### config.mk
export PLATFORM = sky130hd
export DESIGN_NAME = base64_stream_codec_core
export DESIGN_NICKNAME = d
export VERILOG_FILES = /design/src/rtl/core/b64_pkg.sv /design/src/rtl/core/b64_front.sv /design/src/rtl/core/b64_queue.sv /design/src/rtl/core/b64_back.sv /design/src/rtl/core/base64_stream_codec_core.sv
export SDC_FILE = /design/constraint.sdc
export NUM_CORES = 1
export LEC_CHECK = 0
export ABC_AREA = 1
export BUFFER_PORTS_ARGS = -buffer_cell sky130_fd_sc_hd__clkbuf_2
export CAP_MARGIN = 20
export CORE_ASPECT_RATIO = 1.5
export CORE_MARGIN = 5
export CORE_UTILIZATION = 50
export CTS_BUF_LIST = sky130_fd_sc_hd__clkbuf_8 sky130_fd_sc_hd__clkbuf_16
export DETAILED_ROUTE_END_ITERATION = 8
export HOLD_SLACK_MARGIN = 0.06
export PLACE_DENSITY = 0.68
export SLEW_MARGIN = 15
export SYNTH_ARGS = -nofsm -noshare
export SYNTH_HDL_FRONTEND = slang
export SYNTH_SLANG_ARGS = --single-unit
export TNS_END_PERCENT = 30
### constraint.sdc
create_clock -name clock -period 4.9 [get_ports clock]
set_input_delay 0.245 -clock clock [delete_from_list [all_inputs] [get_ports clock]]
set_output_delay 0.245 -clock clock [all_outputs]
set_load 0.01 [all_outputs]
### src/rtl/core/b64_pkg.sv
// shared types, constants and character mapping for the base64 stream codec
package b64_pkg;

   localparam int QDEPTH = 4;
   localparam int QPTR_W = $clog2(QDEPTH);
   localparam int QCNT_W = QPTR_W + 1;

   localparam logic [7:0] PAD_CHAR = 8'h3d;

   localparam logic DIR_ENCODE = 1'b0;
   localparam logic DIR_DECODE = 1'b1;

   // one queued group: up to four words, last_idx is the count minus one
   typedef struct packed {
      logic [3:0][7:0] data;
      logic [1:0]      last_idx;
      logic            valid;
      logic            last;
   } cmd_type;

   typedef struct packed {
      logic direction;
      logic clear;
   } cfg_type;

   function automatic logic [7:0] enc_char(input logic [5:0] idx);
      logic [7:0] x;
      x = {2'b00, idx};
      if (idx < 6'd26) return x + 8'd65;
      else if (idx < 6'd52) return x + 8'd71;
      else if (idx < 6'd62) return x - 8'd4;
      else if (idx == 6'd62) return 8'h2b;
      else return 8'h2f;
   endfunction

   // bit 6 set when the character is in the alphabet
   function automatic logic [6:0] sextet_of(input logic [7:0] c);
      logic [7:0] v;
      v = 8'h00;
      if (c >= 8'h41 && c <= 8'h5a) begin
         v = c - 8'd65;
         return {1'b1, v[5:0]};
      end
      if (c >= 8'h61 && c <= 8'h7a) begin
         v = c - 8'd71;
         return {1'b1, v[5:0]};
      end
      if (c >= 8'h30 && c <= 8'h39) begin
         v = c + 8'd4;
         return {1'b1, v[5:0]};
      end
      if (c == 8'h2b) return {1'b1, 6'd62};
      if (c == 8'h2f) return {1'b1, 6'd63};
      return 7'd0;
   endfunction

endpackage

### src/rtl/core/b64_front.sv
// front end: accepts words, tracks group state and builds group commands
module b64_front (
   input  logic            clock,
   input  logic            reset,
   input  b64_pkg::cfg_type cfg,
   input  logic            req_tvalid,
   output logic            req_tready,
   input  logic [7:0]      req_tdata,
   input  logic            req_tlast,
   input  logic            q_full,
   output logic            push,
   output b64_pkg::cmd_type cmd
);
   import b64_pkg::*;

   logic [17:0] bits_ff, bits_in;
   logic [1:0]  cnt_ff, cnt_in;
   logic        stop_ff, stop_in;

   logic        accept;
   logic [6:0]  sx;
   logic [17:0] nb8;
   logic [23:0] v;
   logic [17:0] dbits;
   logic [1:0]  dcnt;

   assign req_tready = !q_full;
   assign accept     = req_tvalid && !q_full;

   always_comb begin
      bits_in = bits_ff;
      cnt_in  = cnt_ff;
      stop_in = stop_ff;
      push    = 1'b0;
      cmd     = '0;
      sx      = sextet_of(req_tdata);
      nb8     = {bits_ff[9:0], req_tdata};
      v       = '0;
      dbits   = bits_ff;
      dcnt    = cnt_ff;
      if (cfg.clear) begin
         bits_in = '0;
         cnt_in  = '0;
         stop_in = 1'b0;
      end else if (accept) begin
         if (cfg.direction == DIR_ENCODE) begin
            if (cnt_ff == 2'd2) begin
               v = {bits_ff[15:0], req_tdata};
               cmd.data[0]  = enc_char(v[23:18]);
               cmd.data[1]  = enc_char(v[17:12]);
               cmd.data[2]  = enc_char(v[11:6]);
               cmd.data[3]  = enc_char(v[5:0]);
               cmd.last_idx = 2'd3;
               cmd.valid    = 1'b1;
               cmd.last     = req_tlast;
               push         = 1'b1;
               bits_in      = '0;
               cnt_in       = '0;
            end else begin
               bits_in = nb8;
               cnt_in  = cnt_ff + 2'd1;
               if (req_tlast) begin
                  if (cnt_ff == 2'd0) v = {req_tdata, 16'h0000};
                  else v = {nb8[15:0], 8'h00};
                  cmd.data[0]  = enc_char(v[23:18]);
                  cmd.data[1]  = enc_char(v[17:12]);
                  cmd.data[2]  = (cnt_ff == 2'd1) ? enc_char(v[11:6]) : PAD_CHAR;
                  cmd.data[3]  = PAD_CHAR;
                  cmd.last_idx = 2'd3;
                  cmd.valid    = 1'b1;
                  cmd.last     = 1'b1;
                  push         = 1'b1;
               end
            end
            if (req_tlast) begin
               bits_in = '0;
               cnt_in  = '0;
               stop_in = 1'b0;
            end
         end else begin
            if (!stop_ff) begin
               if (!sx[6]) begin
                  stop_in = 1'b1;
               end else if (cnt_ff == 2'd3) begin
                  v = {bits_ff, sx[5:0]};
                  cmd.data[0]  = v[23:16];
                  cmd.data[1]  = v[15:8];
                  cmd.data[2]  = v[7:0];
                  cmd.last_idx = 2'd2;
                  cmd.valid    = 1'b1;
                  cmd.last     = req_tlast;
                  push         = 1'b1;
                  dbits        = '0;
                  dcnt         = '0;
               end else begin
                  dbits = {bits_ff[11:0], sx[5:0]};
                  dcnt  = cnt_ff + 2'd1;
               end
            end
            bits_in = dbits;
            cnt_in  = dcnt;
            if (req_tlast) begin
               if (!push) begin
                  push     = 1'b1;
                  cmd.last = 1'b1;
                  case (dcnt)
                     2'd2: begin
                        cmd.data[0]  = dbits[11:4];
                        cmd.last_idx = 2'd0;
                        cmd.valid    = 1'b1;
                     end
                     2'd3: begin
                        cmd.data[0]  = dbits[17:10];
                        cmd.data[1]  = dbits[9:2];
                        cmd.last_idx = 2'd1;
                        cmd.valid    = 1'b1;
                     end
                     default: begin
                        cmd.last_idx = 2'd0;
                        cmd.valid    = 1'b0;
                     end
                  endcase
               end
               bits_in = '0;
               cnt_in  = '0;
               stop_in = 1'b0;
            end
         end
      end
   end

   always_ff @(posedge clock) begin
      if (reset) begin
         bits_ff <= '0;
         cnt_ff  <= '0;
         stop_ff <= 1'b0;
      end else begin
         bits_ff <= bits_in;
         cnt_ff  <= cnt_in;
         stop_ff <= stop_in;
      end
   end

endmodule

### src/rtl/core/b64_queue.sv
// short command queue between front end and back end
module b64_queue (
   input  logic             clock,
   input  logic             reset,
   input  logic             push,
   input  b64_pkg::cmd_type push_cmd,
   output logic             full,
   input  logic             pop,
   output b64_pkg::cmd_type head,
   output logic             empty
);
   import b64_pkg::*;

   cmd_type             mem_ff [QDEPTH];
   logic [QPTR_W-1:0]   wr_ptr_ff, wr_ptr_in;
   logic [QPTR_W-1:0]   rd_ptr_ff, rd_ptr_in;
   logic [QCNT_W-1:0]   count_ff, count_in;

   assign full  = (count_ff == QCNT_W'(QDEPTH));
   assign empty = (count_ff == '0);
   assign head  = mem_ff[rd_ptr_ff];

   always_comb begin
      wr_ptr_in = push ? wr_ptr_ff + 1'b1 : wr_ptr_ff;
      rd_ptr_in = pop ? rd_ptr_ff + 1'b1 : rd_ptr_ff;
      count_in  = count_ff;
      if (push && !pop) count_in = count_ff + 1'b1;
      else if (pop && !push) count_in = count_ff - 1'b1;
   end

   always_ff @(posedge clock) begin
      if (push) mem_ff[wr_ptr_ff] <= push_cmd;
      if (reset) begin
         wr_ptr_ff <= '0;
         rd_ptr_ff <= '0;
         count_ff  <= '0;
      end else begin
         wr_ptr_ff <= wr_ptr_in;
         rd_ptr_ff <= rd_ptr_in;
         count_ff  <= count_in;
      end
   end

endmodule

### src/rtl/core/b64_back.sv
// back end: serializes group commands into the output register
module b64_back (
   input  logic             clock,
   input  logic             reset,
   input  b64_pkg::cmd_type head,
   input  logic             empty,
   output logic             pop,
   output logic             rsp_tvalid,
   input  logic             rsp_tready,
   output logic [7:0]       rsp_tdata,
   output logic             rsp_tuser,
   output logic             rsp_tlast
);
   import b64_pkg::*;

   logic       valid_ff, valid_in;
   logic [7:0] data_ff, data_in;
   logic       user_ff, user_in;
   logic       last_ff, last_in;
   logic [1:0] idx_ff, idx_in;
   logic       load;
   logic       at_end;

   assign load   = (!valid_ff || rsp_tready) && !empty;
   assign at_end = (idx_ff == head.last_idx);
   assign pop    = load && at_end;

   always_comb begin
      valid_in = valid_ff;
      data_in  = data_ff;
      user_in  = user_ff;
      last_in  = last_ff;
      idx_in   = idx_ff;
      if (load) begin
         valid_in = 1'b1;
         data_in  = head.data[idx_ff];
         user_in  = head.valid;
         last_in  = head.last && at_end;
         idx_in   = at_end ? 2'd0 : idx_ff + 2'd1;
      end else if (rsp_tready) begin
         valid_in = 1'b0;
      end
   end

   always_ff @(posedge clock) begin
      data_ff <= data_in;
      user_ff <= user_in;
      last_ff <= last_in;
      if (reset) begin
         valid_ff <= 1'b0;
         idx_ff   <= '0;
      end else begin
         valid_ff <= valid_in;
         idx_ff   <= idx_in;
      end
   end

   assign rsp_tvalid = valid_ff;
   assign rsp_tdata  = data_ff;
   assign rsp_tuser  = user_ff;
   assign rsp_tlast  = last_ff;

endmodule

### src/rtl/core/base64_stream_codec_core.sv
// top level of the base64 stream codec: register port, front end, queue, back end
//
//   channel  dir  data                         side bits
//   req      in   tdata: byte or character     tlast: end of message
//   rsp      out  tdata: character or byte     tuser: data valid, tlast: last
//   csr      in   direction at offset 0        pready always high
//
// one input word is taken per cycle while the four-entry command queue has room
// the back end sends one output word per cycle while the receiver is ready, so encoding is held
// back by the single output register; decoding takes one per cycle
// reset is synchronous; a direction write clears the group state
// either side may stall; the queue lets the front keep taking words meanwhile
module base64_stream_codec_core (
   input  logic        clock,
   input  logic        reset,
   input  logic        req_tvalid,
   output logic        req_tready,
   input  logic [7:0]  req_tdata,   // [7:0] data_in
   input  logic        req_tlast,
   output logic        rsp_tvalid,
   input  logic        rsp_tready,
   output logic [7:0]  rsp_tdata,   // [7:0] data_out
   output logic        rsp_tuser,   // [0] data_valid
   output logic        rsp_tlast,
   input  logic        csr_psel,
   input  logic        csr_penable,
   input  logic        csr_pwrite,
   input  logic [2:0]  csr_paddr,
   input  logic [31:0] csr_pwdata,
   output logic [31:0] csr_prdata,
   output logic        csr_pready
);
   import b64_pkg::*;

   logic    direction_ff, direction_in;
   logic    dir_write;
   cfg_type cfg;
   logic    push;
   cmd_type push_cmd;
   logic    q_full;
   logic    q_empty;
   logic    q_pop;
   cmd_type q_head;

   assign csr_pready   = 1'b1;
   assign dir_write    = csr_psel && csr_penable && csr_pwrite && (csr_paddr[2] == 1'b0);
   assign direction_in = dir_write ? csr_pwdata[0] : direction_ff;
   assign csr_prdata   = {31'd0, direction_ff};

   always_ff @(posedge clock) begin
      if (reset) direction_ff <= DIR_ENCODE;
      else direction_ff <= direction_in;
   end

   assign cfg = {direction_ff, dir_write};

   b64_front u_front (
      .clock      (clock),
      .reset      (reset),
      .cfg        (cfg),
      .req_tvalid (req_tvalid),
      .req_tready (req_tready),
      .req_tdata  (req_tdata),
      .req_tlast  (req_tlast),
      .q_full     (q_full),
      .push       (push),
      .cmd        (push_cmd)
   );

   b64_queue u_queue (
      .clock    (clock),
      .reset    (reset),
      .push     (push),
      .push_cmd (push_cmd),
      .full     (q_full),
      .pop      (q_pop),
      .head     (q_head),
      .empty    (q_empty)
   );

   b64_back u_back (
      .clock      (clock),
      .reset      (reset),
      .head       (q_head),
      .empty      (q_empty),
      .pop        (q_pop),
      .rsp_tvalid (rsp_tvalid),
      .rsp_tready (rsp_tready),
      .rsp_tdata  (rsp_tdata),
      .rsp_tuser  (rsp_tuser),
      .rsp_tlast  (rsp_tlast)
   );

`ifndef NO_ASSERTIONS
   a_bare_marker_last: assert property (@(posedge clock) disable iff (reset)
      rsp_tvalid && !rsp_tuser |-> rsp_tlast)
      else $error("bare end marker without last");

   a_encode_always_valid: assert property (@(posedge clock) disable iff (reset)
      rsp_tvalid && (direction_ff == DIR_ENCODE) |-> rsp_tuser)
      else $error("bare marker while encoding");

   a_bare_marker_zero: assert property (@(posedge clock) disable iff (reset)
      rsp_tvalid && !rsp_tuser |-> rsp_tdata == 8'h00)
      else $error("bare end marker carries data");

   a_reset_idle: assert property (@(posedge clock)
      $past(reset) |-> !rsp_tvalid)
      else $error("output valid right after reset");
`endif

endmodule

==> run_results.csv <==
group,metric,value,unit
min_path,min_path_cells,2,
routing,first_pass_iters,5,
clock_network,cts-root-buf,"clkbuf_16",
layout,fin_nets,1545,
timing,post-route-min-period,3.65,ns
placement,port_buffers,30,
timing,min_period_over_period,0.745,
synth,ys_async_sr_fraction,0,
power,irDropWorstVdd,0.266,mV
worst_setup_path,cp-end-kind,"register",
synth,synth-edff-count,154,
clock_network,cts_tree,"done",
timing,relSlewSlack,0.364,
placement,hpwl,23.0,mm
global_route,grt_pass1_wl,50.8,mm
clock_network,cts_max_level,4,
layout,area.growth.synth_to_final,7.12,%
die,io_pins,96,
routing,wirelength,32.4,mm
clock_network,cts.sinks,188,
global_route,grt_overflow,0,
synth,yosys-top-cells-area,"edfxtp_1 (39%), nand2_1 (7.1%), o21ai_0 (7.0%)",
power,cellLeakagePower,0.00506,uW
synth,synth.cell_area,0.0120,mm2
power,power.density,413,mW/mm2
timing,final.setup.tns,0,ns
die,initial_core_util,0.505,
status,status,"finished clean",
synth,ys_ff_latch,188,
routing,detail-route-antenna-nets,0,
timing,rsz0062_at_grt,"false",
global_route,grt_max_degree,73,
layout,drive_gt1_frac,0.0909,
clock_network,cts_inserted_buffers,17,
timing,drv_slew,0,
run,cap_violations,0,
layout,ff_latch_area,0.00531,mm2
synth,ys_warn_count,0,
layout,utilization,0.541,
die,die_y,199,um
die,core_area,0.0237,mm2
min_path,min_from,"reset",
timing,max_freq,0.274,GHz
worst_setup_path,startpoint,"u_front.cnt_ff[0]",
timing,skew,0.0135,ns
clock_network,path_clk_slew,0.07,ns
clock_network,cts_buffer_depth,2,
layout,multi_input_area,0.00566,mm2
timing,worst_pin_slew,0.951,ns
min_path,min_to,"direction_ff",
routing,vias,10201,
routing,drtIter0Drc,859,
die,die_area,0.0272,mm2
synth,syn_avg_cell_area,8.32,um2
die,die_w,136,um
worst_setup_path,crit_fanout,22,
min_path,worstHoldPathType,"input pin to register",
synth,synth_top_cell_by_area,"edfxtp_1",
worst_setup_path,required,5.08,ns
layout,fill_cells,2242,
synth,seq_area_frac_synth,0.444,
placement,place_congestion,0.971,
synth,netlist_instances,1436,
timing,hold_violations,0,
layout,antennaDiodeCount,0,
worst_setup_path,r2r_cells,15,
synth,synth.most_common_cell,"nand2_1",
synth,ys_top_cells_by_count,"nand2_1 (225), o21ai_0 (168), nor2_1 (165), edfxtp_1 (154), inv_1 (134)",
synth,synth.distinct_cells,57,
worst_setup_path,cp.arrival,3.83,ns
worst_setup_path,start_kind,"register",
die,fp-row-count,69,
worst_setup_path,timing.rr.end,"u_queue.mem_ff[1][7]",
global_route,grt_pass1_vias,9647,
clock_network,cts_setup_buffers,0,
worst_setup_path,rrSetupSlack,1.25,ns
routing,drc,0,
worst_setup_path,reg2reg_from,"u_front.cnt_ff[0]",
worst_setup_path,critPathKind,"register to register",
synth,synth-main-ff-cell,"edfxtp_1",
synth,synth_top_area_frac,0.387,
clock_network,clk-insertion-delay-late,0.44,ns
timing,setup_viol_count_final,0,
global_route,antenna_found_initial,0,
global_route,grt_usage,0.241,
routing,routedWlPerCell,18.3,um
routing,via_per_inst,5.76,
metrics by stage:
stage,hold slack (ns),power [uW],cells,worst slack (ns),instance area [um2]
after floorplan,0.317,3470,1466,1.19,12100
after global placement,0.450,4010,1738,0.995,12300
after detailed placement,0.459,4040,1738,0.938,12300
after CTS,0.149,5300,1771,1.33,12800
after global routing,0.154,5610,1771,0.987,12800
final,0.157,5290,1771,1.25,12800
per-layer routing:
metal,vias up,GRT usage,wire length (um)
li1,4899,-,-
met1,4809,0.288,12700
met2,391,0.424,16300
met3,102,0.0282,1700
met4,0,0.127,1700
met5,-,0,0
what timing repair did:
action                     CTS  global route
hold endpoints to repair     1             0
gates resized for setup      0             0
setup endpoints to repair    0             0
hold buffers                 1             0
kinds of logic after synthesis:
group / share of synthesized area
xor+xnor: 0.0220
flops: 0.444
compound gates: 0.184
simple gates: 0.197
buf+inv: 0.0947
other cells: 0.000628
fa+ha+maj: 0.0582
state kept, by name, summed over array words and instances, names as in the netlist, 2 cells and up, named ones only:
register           count
u_back.rsp_tdata       8
u_queue.count_ff       3
u_front.cnt_ff         2
u_queue.wr_ptr_ff      2
u_back.idx_ff          2
u_queue.mem_ff       144
u_queue.rd_ptr_ff      2
u_front.bits_ff       18
cells in the final DEF, fill, tap and decap left out, types with 4 or more instances in the layout:
cell type / Yosys / final
a211oi_1: 7 / 7
a21oi_1: 95 / 95
a21oi_2: 4 / 4
a31oi_1: 10 / 10
a32oi_1: 4 / 4
buf_4: 36 / 22
clkbuf_16: 0 / 17
clkbuf_2: 0 / 30
clkinv_1: 7 / 9
clkinvlp_4: 0 / 4
conb_1: 2 / 32
dfxtp_1: 34 / 33
edfxtp_1: 154 / 154
ha_1: 54 / 54
inv_1: 134 / 134
inv_2: 5 / 5
inv_6: 0 / 4
nand2_1: 225 / 225
nand2_2: 15 / 15
nand2_4: 7 / 7
nand3_1: 81 / 81
nand3b_1: 4 / 4
nand4_1: 18 / 18
nor2_1: 165 / 161
nor2_4: 2 / 6
nor3_1: 7 / 7
o211ai_1: 20 / 20
o21ai_0: 168 / 168
o21ai_1: 6 / 6
o221ai_1: 27 / 27
o22ai_1: 16 / 16
xnor2_1: 6 / 6
xor2_1: 24 / 24
power by group:
group | total [uW] | internal (uW) | switching (uW)
Sequential | 2110 | 2000 | 112
Clock | 1260 | 656 | 608
Combinational | 1920 | 583 | 1340
Total | 5290 | 3230 | 2050
worst max-delay path by stage:
stage | end | slack (ns) | cells past startpoint
after floorplan | u_queue.mem_ff[0][0] | 1.19 | 16
after global placement | u_queue.count_ff[2] | 0.99 | 22
after detailed placement | u_queue.count_ff[1] | 0.94 | 20
after CTS | u_queue.mem_ff[2][7] | 1.33 | 15
after global routing | u_queue.count_ff[2] | 0.99 | 22
final | u_queue.mem_ff[1][7] | 1.25 | 15
layout make-up:
cell class                 count  area share
clock inverter                15     0.00899
inverter                     147      0.0432
sequential                   188       0.415
tap                          319      0.0312
timing repair buffer          54      0.0270
clock buffer                  17      0.0332
multi-input combinational   1031       0.442
critical path, stage by stage, from the launching register on:
cell,delay (ns)
dfxtp_1,0.45
inv_1,0.17
ha_1,0.31
buf_4,0.25
o21ai_1,0.40
inv_1,0.18
ha_1,0.21
inv_1,0.06
o21ai_0,0.12
a21oi_1,0.36
nor2_1,0.12
o21ai_0,0.10
nand3_1,0.13
nand3_1,0.10
nand2_1,0.05
a21oi_1,0.37
Power figures use the tool's default switching activity.
